$ cat src/rtl/asd_pkg.sv
`default_nettype none
// ----------------------------------------------------------------------------
// asd_pkg
// Shared types and constants of the archive stream deframer: parser phases,
// event and error codes, header bytes and the per-item result record.
// ----------------------------------------------------------------------------
package asd_pkg;

   localparam int unsigned NAME_LIMIT_W = 12;
   localparam int unsigned NAME_COUNT_W = 13;
   localparam int unsigned LEN_BYTES    = 8;

   localparam logic [NAME_LIMIT_W-1:0] NAME_LIMIT_RST = 12'd4095;

   // stream header bytes, in arrival order
   localparam logic [7:0] HDR_MAGIC [0:3] = '{8'h43, 8'h41, 8'h52, 8'h00};

   localparam logic [7:0] ATTR_FILE_BIT = 8'h20;
   localparam logic [7:0] ATTR_DIR_BIT  = 8'h40;
   localparam logic [7:0] ATTR_LINK_BIT = 8'h80;

   typedef enum logic [2:0] {
      PH_HEADER  = 3'd0,
      PH_NAME    = 3'd1,
      PH_ATTR    = 3'd2,
      PH_LINK    = 3'd3,
      PH_LENGTH  = 3'd4,
      PH_DATA    = 3'd5,
      PH_STOPPED = 3'd6
   } phase_type;

   typedef enum logic [3:0] {
      EV_HEADER     = 4'd0,
      EV_NAME_BYTE  = 4'd1,
      EV_NAME_END   = 4'd2,
      EV_DIR        = 4'd3,
      EV_LINK_START = 4'd4,
      EV_LINK_BYTE  = 4'd5,
      EV_LINK_END   = 4'd6,
      EV_LEN_BYTE   = 4'd7,
      EV_FILE_START = 4'd8,
      EV_DATA       = 4'd9,
      EV_END        = 4'd10,
      EV_ERROR      = 4'd11,
      EV_STOPPED    = 4'd12
   } event_type;

   typedef enum logic [2:0] {
      ERR_NONE      = 3'd0,
      ERR_HEADER    = 3'd1,
      ERR_NAME_LONG = 3'd2,
      ERR_ATTR      = 3'd3,
      ERR_LINK_LONG = 3'd4
   } error_type;

   typedef struct packed {
      event_type   evt;
      logic [7:0]  byte_value;
      logic [8:0]  perm;
      logic [63:0] flen;
      logic        done;
      error_type   err;
   } result_type;

endpackage
`default_nettype wire

$ cat src/rtl/archive_stream_deframer_core.sv
`default_nettype none
// ----------------------------------------------------------------------------
// archive_stream_deframer_core
// Byte-wise deframer for an archive stream: header check, entry parsing and
// per-byte role reporting.
// ----------------------------------------------------------------------------
// Usage:
//   req_*  : one archive byte per item (valid/ready).
//   rsp_*  : one result item per input byte: event, the byte itself,
//            permissions on attribute bytes, file length on file start,
//            file done flag and error code.
//   csr_*  : name_limit write channel, always ready; write only while idle.
// Path: an accepted byte is registered in the input register, processed into
//   the result register and offered on rsp_* until taken.
// Throughput: one item per cycle while rsp_ready stays high; the parse step
//   is a single pass from the input register into the result register.
// Stall: while rsp_ready is low the result holds and one more item can sit
//   in the input register; req_ready drops only when both are full.
// Reset: synchronous; both stages empty, parser back to header check,
//   name_limit back to 4095. After an error or the end item every later
//   byte reports the stopped event until reset.
// ----------------------------------------------------------------------------
module archive_stream_deframer_core #(
   parameter int unsigned MAX_PATH_BYTES = 4096
) (
   input  wire logic                               clock,
   input  wire logic                               reset,

   input  wire logic                               req_valid,
   output logic                                    req_ready,
   input  wire logic [7:0]                         req_byte_in,

   output logic                                    rsp_valid,
   input  wire logic                               rsp_ready,
   output logic [3:0]                              rsp_event_res,
   output logic [7:0]                              rsp_byte_value,
   output logic [8:0]                              rsp_permissions,
   output logic [63:0]                             rsp_file_length,
   output logic                                    rsp_file_done,
   output logic [2:0]                              rsp_error_code,

   input  wire logic                               csr_valid,
   output logic                                    csr_ready,
   input  wire logic [asd_pkg::NAME_LIMIT_W-1:0]   csr_name_limit
);

   logic                                in_valid_ff;
   logic [7:0]                          in_byte_ff;
   logic                                rsp_valid_ff;
   asd_pkg::result_type                 rsp_ff;
   logic [asd_pkg::NAME_LIMIT_W-1:0]    name_limit_ff;

   logic                                advance;
   logic                                step;
   logic                                req_fire;
   asd_pkg::result_type                 step_result;

   assign advance   = !rsp_valid_ff || rsp_ready;
   assign step      = in_valid_ff && advance;
   assign req_ready = !in_valid_ff || advance;
   assign req_fire  = req_valid && req_ready;
   assign csr_ready = 1'b1;

   always_ff @(posedge clock) begin
      if (reset) begin
         in_valid_ff   <= 1'b0;
         rsp_valid_ff  <= 1'b0;
         name_limit_ff <= asd_pkg::NAME_LIMIT_RST;
      end else begin
         if (req_ready) begin
            in_valid_ff <= req_valid;
         end
         if (advance) begin
            rsp_valid_ff <= in_valid_ff;
         end
         if (csr_valid) begin
            name_limit_ff <= csr_name_limit;
         end
      end
   end

   // payload registers
   always_ff @(posedge clock) begin
      if (req_fire) begin
         in_byte_ff <= req_byte_in;
      end
      if (step) begin
         rsp_ff <= step_result;
      end
   end

   asd_parser #(
      .MAX_PATH_BYTES (MAX_PATH_BYTES)
   ) u_parser (
      .clock      (clock),
      .reset      (reset),
      .step       (step),
      .byte_in    (in_byte_ff),
      .name_limit (name_limit_ff),
      .result     (step_result)
   );

   assign rsp_valid       = rsp_valid_ff;
   assign rsp_event_res   = rsp_ff.evt;
   assign rsp_byte_value  = rsp_ff.byte_value;
   assign rsp_permissions = rsp_ff.perm;
   assign rsp_file_length = rsp_ff.flen;
   assign rsp_file_done   = rsp_ff.done;
   assign rsp_error_code  = rsp_ff.err;

   // error code present exactly on error items
   a_err_on_error : assert property (@(posedge clock) disable iff (reset)
      rsp_valid_ff |->
         ((rsp_ff.evt == asd_pkg::EV_ERROR) == (rsp_ff.err != asd_pkg::ERR_NONE)))
      else $error("error code and error event disagree");

   a_done_on_file : assert property (@(posedge clock) disable iff (reset)
      (rsp_valid_ff && rsp_ff.done) |->
         (rsp_ff.evt == asd_pkg::EV_FILE_START || rsp_ff.evt == asd_pkg::EV_DATA))
      else $error("file done outside file start or data");

   a_len_on_start : assert property (@(posedge clock) disable iff (reset)
      (rsp_valid_ff && rsp_ff.flen != 64'd0) |-> (rsp_ff.evt == asd_pkg::EV_FILE_START))
      else $error("file length outside file start");

   a_ready_low : assert property (@(posedge clock) disable iff (reset)
      !req_ready |-> (in_valid_ff && rsp_valid_ff && !rsp_ready))
      else $error("input blocked without both stages full");

endmodule
`default_nettype wire

$ cat src/rtl/asd_parser.sv
`default_nettype none
// ----------------------------------------------------------------------------
// asd_parser
// Parse state of the deframer. Works out the result of one byte and the next
// parse state in one pass; the state moves on when step is high.
// ----------------------------------------------------------------------------
module asd_parser #(
   parameter int unsigned MAX_PATH_BYTES = 4096
) (
   input  wire logic                               clock,
   input  wire logic                               reset,
   input  wire logic                               step,
   input  wire logic [7:0]                         byte_in,
   input  wire logic [asd_pkg::NAME_LIMIT_W-1:0]   name_limit,
   output asd_pkg::result_type                     result
);

   localparam int unsigned LINK_W = $clog2(MAX_PATH_BYTES + 1);
   localparam logic [LINK_W-1:0] LINK_MAX = LINK_W'(MAX_PATH_BYTES);

   asd_pkg::phase_type                  phase_ff, phase_in;
   logic [1:0]                          hdr_count_ff, hdr_count_in;
   logic                                hdr_bad_ff, hdr_bad_in;
   logic [asd_pkg::NAME_COUNT_W-1:0]    name_count_ff, name_count_in;
   logic [LINK_W-1:0]                   link_count_ff, link_count_in;
   logic [2:0]                          len_count_ff, len_count_in;
   logic [63:0]                         remaining_ff, remaining_in;

   logic [asd_pkg::NAME_COUNT_W-1:0]    name_inc;
   logic [LINK_W-1:0]                   link_inc;
   logic [63:0]                         len_full;
   logic                                hdr_miss;

   assign name_inc = name_count_ff + asd_pkg::NAME_COUNT_W'(1);
   assign link_inc = link_count_ff + LINK_W'(1);
   // length as it stands once the eighth byte lands
   assign len_full = {byte_in, remaining_ff[55:0]};
   assign hdr_miss = (byte_in != asd_pkg::HDR_MAGIC[hdr_count_ff]);

   always_ff @(posedge clock) begin
      if (reset) begin
         phase_ff      <= asd_pkg::PH_HEADER;
         hdr_count_ff  <= '0;
         hdr_bad_ff    <= 1'b0;
         name_count_ff <= '0;
         link_count_ff <= '0;
         len_count_ff  <= '0;
         remaining_ff  <= '0;
      end else if (step) begin
         phase_ff      <= phase_in;
         hdr_count_ff  <= hdr_count_in;
         hdr_bad_ff    <= hdr_bad_in;
         name_count_ff <= name_count_in;
         link_count_ff <= link_count_in;
         len_count_ff  <= len_count_in;
         remaining_ff  <= remaining_in;
      end
   end

   always_comb begin
      phase_in      = phase_ff;
      hdr_count_in  = hdr_count_ff;
      hdr_bad_in    = hdr_bad_ff;
      name_count_in = name_count_ff;
      link_count_in = link_count_ff;
      len_count_in  = len_count_ff;
      remaining_in  = remaining_ff;

      result.evt        = asd_pkg::EV_STOPPED;
      result.byte_value = byte_in;
      result.perm       = '0;
      result.flen       = '0;
      result.done       = 1'b0;
      result.err        = asd_pkg::ERR_NONE;

      case (phase_ff)
         asd_pkg::PH_HEADER: begin
            hdr_bad_in   = hdr_bad_ff | hdr_miss;
            hdr_count_in = hdr_count_ff + 2'd1;
            result.evt   = asd_pkg::EV_HEADER;
            if (hdr_count_ff == 2'd3) begin
               if (hdr_bad_ff || hdr_miss) begin
                  result.evt = asd_pkg::EV_ERROR;
                  result.err = asd_pkg::ERR_HEADER;
                  phase_in   = asd_pkg::PH_STOPPED;
               end else begin
                  name_count_in = '0;
                  phase_in      = asd_pkg::PH_NAME;
               end
            end
         end
         asd_pkg::PH_NAME: begin
            name_count_in = name_inc;
            if (byte_in == 8'h00) begin
               // a lone null as name closes the archive
               if (name_inc == asd_pkg::NAME_COUNT_W'(1)) begin
                  result.evt = asd_pkg::EV_END;
                  phase_in   = asd_pkg::PH_STOPPED;
               end else begin
                  result.evt = asd_pkg::EV_NAME_END;
                  phase_in   = asd_pkg::PH_ATTR;
               end
            end else if (name_inc >= {1'b0, name_limit}) begin
               result.evt = asd_pkg::EV_ERROR;
               result.err = asd_pkg::ERR_NAME_LONG;
               phase_in   = asd_pkg::PH_STOPPED;
            end else begin
               result.evt = asd_pkg::EV_NAME_BYTE;
            end
         end
         asd_pkg::PH_ATTR: begin
            result.perm = {byte_in[2:0], byte_in[2:0], byte_in[2:0]};
            if ((byte_in & asd_pkg::ATTR_DIR_BIT) != 8'h00) begin
               result.evt    = asd_pkg::EV_DIR;
               name_count_in = '0;
               phase_in      = asd_pkg::PH_NAME;
            end else if ((byte_in & asd_pkg::ATTR_LINK_BIT) != 8'h00) begin
               result.evt    = asd_pkg::EV_LINK_START;
               link_count_in = '0;
               phase_in      = asd_pkg::PH_LINK;
            end else if ((byte_in & asd_pkg::ATTR_FILE_BIT) != 8'h00) begin
               result.evt   = asd_pkg::EV_LEN_BYTE;
               len_count_in = '0;
               remaining_in = '0;
               phase_in     = asd_pkg::PH_LENGTH;
            end else begin
               result.evt = asd_pkg::EV_ERROR;
               result.err = asd_pkg::ERR_ATTR;
               phase_in   = asd_pkg::PH_STOPPED;
            end
         end
         asd_pkg::PH_LINK: begin
            link_count_in = link_inc;
            if (byte_in == 8'h00) begin
               result.evt    = asd_pkg::EV_LINK_END;
               name_count_in = '0;
               phase_in      = asd_pkg::PH_NAME;
            end else if (link_inc >= LINK_MAX) begin
               result.evt = asd_pkg::EV_ERROR;
               result.err = asd_pkg::ERR_LINK_LONG;
               phase_in   = asd_pkg::PH_STOPPED;
            end else begin
               result.evt = asd_pkg::EV_LINK_BYTE;
            end
         end
         asd_pkg::PH_LENGTH: begin
            // little-endian: byte lane picked by the length count
            for (int i = 0; i < asd_pkg::LEN_BYTES; i++) begin
               if (len_count_ff == 3'(i)) begin
                  remaining_in[8*i +: 8] = byte_in;
               end
            end
            len_count_in = len_count_ff + 3'd1;
            result.evt   = asd_pkg::EV_LEN_BYTE;
            if (len_count_ff == 3'd7) begin
               result.evt  = asd_pkg::EV_FILE_START;
               result.flen = len_full;
               if (len_full == 64'd0) begin
                  result.done   = 1'b1;
                  name_count_in = '0;
                  phase_in      = asd_pkg::PH_NAME;
               end else begin
                  phase_in = asd_pkg::PH_DATA;
               end
            end
         end
         asd_pkg::PH_DATA: begin
            result.evt   = asd_pkg::EV_DATA;
            remaining_in = remaining_ff - 64'd1;
            if (remaining_ff <= 64'd1) begin
               result.done   = 1'b1;
               name_count_in = '0;
               phase_in      = asd_pkg::PH_NAME;
            end
         end
         asd_pkg::PH_STOPPED: begin
            result.evt = asd_pkg::EV_STOPPED;
         end
         default: begin
            result.evt = asd_pkg::EV_STOPPED;
            phase_in   = asd_pkg::PH_STOPPED;
         end
      endcase
   end

endmodule
`default_nettype wire

$ cat config.mk
export PLATFORM = sky130hd
export DESIGN_NAME = archive_stream_deframer_core
export DESIGN_NICKNAME = d
export VERILOG_FILES = /design/src/rtl/asd_pkg.sv /design/src/rtl/archive_stream_deframer_core.sv /design/src/rtl/asd_parser.sv
export SDC_FILE = /design/constraint.sdc
export NUM_CORES = 1
export LEC_CHECK = 0
export BUFFER_PORTS_ARGS = -buffer_cell sky130_fd_sc_hd__buf_2
export CAP_MARGIN = 10
export CORE_MARGIN = 3
export CORE_UTILIZATION = 59
export DETAILED_ROUTE_END_ITERATION = 12
export GPL_ROUTABILITY_DRIVEN = 0
export GPL_TIMING_DRIVEN = 0
export PLACE_DENSITY_LB_ADDON = 0.15
export SYNTH_ARGS = -nofsm -noshare
export SYNTH_HDL_FRONTEND = slang
export SYNTH_HIERARCHICAL = 1
export SYNTH_SLANG_ARGS = --single-unit
$ cat constraint.sdc
create_clock -name clock -period 5.5 [get_ports clock]
set_input_delay 1.1 -clock clock [delete_from_list [all_inputs] [get_ports clock]]
set_output_delay 1.1 -clock clock [all_outputs]
set_load 0.02 [all_outputs]
==> flow_summary_export.csv <==
group,metric,value,unit
status,status,"complete, no violations",
cts,clk_root_buffer_cell,"sky130_fd_sc_hd__clkbuf_16",
yosys,synthesis.instances,1198,
finish,filler_cell_count,1416,
detailed_routing,drc,0,
yosys,synth.ff_latch_count,210,
cts,cts.path.max_buffers,3,
yosys,syn_area,0.0108,mm^2
grt,antenna_found_initial,0,
timing,setup_tns,0,ns
detailed_routing,routedWlPerCell,19.9,um
cts,number_of_buffers_created_by_cts,23,
placement,post_placement_setup_slack,1.59,ns
floorplan,fp-row-count,48,
grt,grt_use_total,30.9,%
floorplan,die_w,141,um
cts,post_cts_resize_count,0,
cts,cts.reportedPaths.clkPinSlew,0.06,ns
finish,final_net_count,1392,
floorplan,io_pins,117,
yosys,synth-edff-count,97,
timing,tightest_slew,1.31,ns
detailed_routing,wl,31.5,mm
cts,number_of_setup_buffers_added_after_cts,0,
finish,drive_above_1_share,14.1,%
finish,area_delta_synth_final,16.3,%
placement,port_buffers,115,
grt,wire_length_of_the_first_global_routing_pass,49.7,mm
cts,tritoncts,"yes",
timing,finalClockSkew,0.00716,ns
yosys,avgSynthCellArea,8.98,um^2
timing,slew_headroom,12.4,%
yosys,synth_top_flop_cell,"sky130_fd_sc_hd__dfxtp_1",
grt,grt.met2_usage,50.6,%
detailed_routing,route.vias.total,10216,
timing,grt_setup_unrepaired,"no",
yosys,netlist-cell-type-count,71,
grt,gr-total-overflow,0,
cts,cts_num_sinks,210,
detailed_routing,dr.first_iter.drc_count,1453,
job,max-cap-violations,0,
placement,hpwlAfterDp,21.9,mm
grt,first_global_vias,9510,
timing,drv_slew,0,
power,power_density,289,mW/mm^2
critical_path,critical_path_class,"register to register",
critical_path,cp-end-kind,"register",
detailed_routing,detail_route.vias_per_cell,6.45,
yosys,syn_nets,1249,
yosys,asyncSetResetFlopFracSynth,0,%
cts,cts_htree_levels,1,
timing,timing.final.crit_share,74.6,%
cts,insertion_delay,0.50,ns
detailed_routing,ant_nets,0,
critical_path,cp_max_fo,10,
finish,area.sequential,0.00517,mm^2
grt,grtUsageMet1,39.5,%
timing,layout_min_cycle_time,4.10,ns
critical_path,critical_path.startpoint_type,"register",
finish,multi_input_area,0.00506,mm^2
grt,grt-busiest-layer,"met2",
power,static-leakage-power,4.99,nW
floorplan,chipHeight,141,um
detailed_routing,detailedRoute.firstPassIterationCount,7,
timing,final.setup.worst_slack,1.40,ns
floorplan,die_outline_area,0.0199,mm^2
power,worst_ir_drop_vdd,0.297,mV
yosys,yosys_warnings,6,
floorplan,start_util,61.1,%
timing,final-hold-violation-count,0,
min_path,timing.hold.worst.class,"register to register",
critical_path,required,5.87,ns
grt,gr-usage-met3,5.70,%
floorplan,core_area,0.0176,mm^2
critical_path,worst-endpoint-arrival,4.47,ns
grt,maximum_number_of_pins_on_one_net_before_global_route_repair,61,
cts,holdBufCountCts,0,
timing,timing.fmax,244,MHz
timing,final-setup-viol-count,0,
yosys,synth-seq-area-share,48.1,%
==> registers in the layout, summed over array words and instances, names as in the netlist, 3 cells and up <==
signal,count
rsp_byte_value,8
rsp_permissions,9
name_limit_ff,12
u_parser/phase_ff,3
u_parser/name_count_ff,13
rsp_error_code,3
u_parser/remaining_ff,64
rsp_event_res,4
u_parser/len_count_ff,3
rsp_file_length,64
u_parser/link_count_ff,13
in_byte_ff,8
==> cells in the final DEF (no fill, tap or decap), types with 4 or more instances in the layout <==
cell / count
sky130_fd_sc_hd__o211ai_1: 7
sky130_fd_sc_hd__and2_1: 14
sky130_fd_sc_hd__a21oi_1: 104
sky130_fd_sc_hd__buf_4: 16
sky130_fd_sc_hd__nand2_1: 85
sky130_fd_sc_hd__and3_1: 65
sky130_fd_sc_hd__bufinv_16: 6
sky130_fd_sc_hd__dfxtp_1: 113
sky130_fd_sc_hd__a21o_1: 5
sky130_fd_sc_hd__nand2b_1: 17
sky130_fd_sc_hd__nand4_1: 11
sky130_fd_sc_hd__nor4_1: 13
sky130_fd_sc_hd__a211o_1: 14
sky130_fd_sc_hd__nor2_1: 118
sky130_fd_sc_hd__or4_1: 10
sky130_fd_sc_hd__inv_1: 31
sky130_fd_sc_hd__nand3_1: 33
sky130_fd_sc_hd__o31ai_1: 6
sky130_fd_sc_hd__a211oi_1: 4
sky130_fd_sc_hd__clkbuf_1: 64
sky130_fd_sc_hd__a41o_1: 4
sky130_fd_sc_hd__xnor2_1: 15
sky130_fd_sc_hd__or3_1: 25
sky130_fd_sc_hd__edfxtp_1: 97
sky130_fd_sc_hd__a22oi_1: 18
sky130_fd_sc_hd__clkbuf_16: 24
sky130_fd_sc_hd__nor2b_1: 18
sky130_fd_sc_hd__xor2_1: 9
sky130_fd_sc_hd__a31oi_1: 18
sky130_fd_sc_hd__o21ai_0: 114
sky130_fd_sc_hd__o41ai_1: 6
sky130_fd_sc_hd__ha_1: 26
sky130_fd_sc_hd__nor3_1: 53
sky130_fd_sc_hd__buf_2: 119
==> final cells by class <==
class | count | area share [%]
clock inverter | 13 | 1.77
multi-input combinational | 872 | 40.4
inverter | 31 | 0.930
antenna | 1 | 0.0200
clock buffer | 28 | 5.08
timing repair buffer | 118 | 4.90
tap | 225 | 2.25
buffer | 85 | 3.27
sequential | 210 | 41.3
==> synth_stat cells (7+ instances only) <==
master	count	area [um^2]
sky130_fd_sc_hd__nor2_1	118	443
sky130_fd_sc_hd__o211ai_1	7	52.6
sky130_fd_sc_hd__inv_1	31	116
sky130_fd_sc_hd__clkbuf_1	62	233
sky130_fd_sc_hd__nor3_1	53	265
sky130_fd_sc_hd__and3_1	65	407
sky130_fd_sc_hd__edfxtp_1	97	2910
sky130_fd_sc_hd__nand2_1	85	319
sky130_fd_sc_hd__nand4_1	11	68.8
sky130_fd_sc_hd__nand3_1	33	165
sky130_fd_sc_hd__a211o_1	14	123
sky130_fd_sc_hd__buf_4	16	120
sky130_fd_sc_hd__nand2b_1	17	106
sky130_fd_sc_hd__dfxtp_1	113	2260
sky130_fd_sc_hd__ha_1	26	325
sky130_fd_sc_hd__a31oi_1	18	113
sky130_fd_sc_hd__a21oi_1	104	521
sky130_fd_sc_hd__nor4_1	13	81.3
sky130_fd_sc_hd__and2_1	15	93.8
sky130_fd_sc_hd__o21ai_0	114	571
sky130_fd_sc_hd__nor2b_1	18	113
sky130_fd_sc_hd__xnor2_1	15	131
sky130_fd_sc_hd__or4_1	10	75.1
sky130_fd_sc_hd__or3_1	25	156
sky130_fd_sc_hd__xor2_1	9	78.8
sky130_fd_sc_hd__a22oi_1	18	135
==> power by group <==
group          total (mW)  switching (mW)  internal, mW
clock                1.71           0.606          1.10
combinational       0.210           0.142        0.0678
sequential           1.70          0.0209          1.68
==> metal layers <==
| layer | part of all wire, % | vias to the layer above | wire [um] |
|---|---|---|---|
| met5 | 0 | - | 0 |
| met4 | 5.6 | 0 | 1760 |
| met3 | 11 | 170 | 3370 |
| met2 | 46 | 651 | 14500 |
| met1 | 38 | 4721 | 11900 |
| li1 | - | 4674 | - |
==> metrics by stage <==
step	std cells	power (mW)	area, um^2	hold slack, ns	util [%]
after floorplan	1198	1.86	10800	0.434	-
after global placement	1538	1.93	11600	0.452	66.0
after detailed placement	1539	1.94	11600	0.466	66.2
after CTS	1580	3.64	12500	0.472	71.1
after global routing	1582	3.74	12500	0.497	71.1
final	1583	3.62	12500	0.475	71.1
==> cell families (layout without fill, tap and decap cells) <==
kind of cell             count (synthesis)  after routing  share of synthesized area, %
other                                    1              2                        0.0349
AND/OR/NAND/NOR                        492            492                          23.7
buffers and inverters                  116            275                          4.88
adder cells (fa/ha/maj)                 26             26                          3.02
AO/OA/AOI/OAI                          326            326                          18.0
multiplexers                             3              3                         0.279
XOR/XNOR                                24             24                          1.95
flip-flops                             210            210                          48.1
==> path summary, 6_finish.rpt <==
check | start | end | slack [ns] | depth (start not counted)
hold reg to reg | in_valid_ff | rsp_valid | 0.47 | 2
setup / recovery | u_parser/phase_ff[1] | u_parser/remaining_ff[19] | 1.40 | 10
setup reg to reg | u_parser/phase_ff[1] | u_parser/remaining_ff[19] | 1.40 | 10
hold / removal | in_valid_ff | rsp_valid | 0.47 | 2
==> critical path, stage by stage (launching register included) <==
cell and delay [ns]:
sky130_fd_sc_hd__dfxtp_1 0.48, sky130_fd_sc_hd__clkbuf_1 0.35, sky130_fd_sc_hd__nor3b_1 1.09, sky130_fd_sc_hd__a31oi_1 0.26
sky130_fd_sc_hd__nand2b_1 0.22, sky130_fd_sc_hd__clkbuf_1 0.20, sky130_fd_sc_hd__nor2_1 0.53, sky130_fd_sc_hd__clkbuf_1 0.40
sky130_fd_sc_hd__o21ai_0 0.16, sky130_fd_sc_hd__a22oi_1 0.20, sky130_fd_sc_hd__nor2_1 0.06
(Power assumes the default switching activity.)
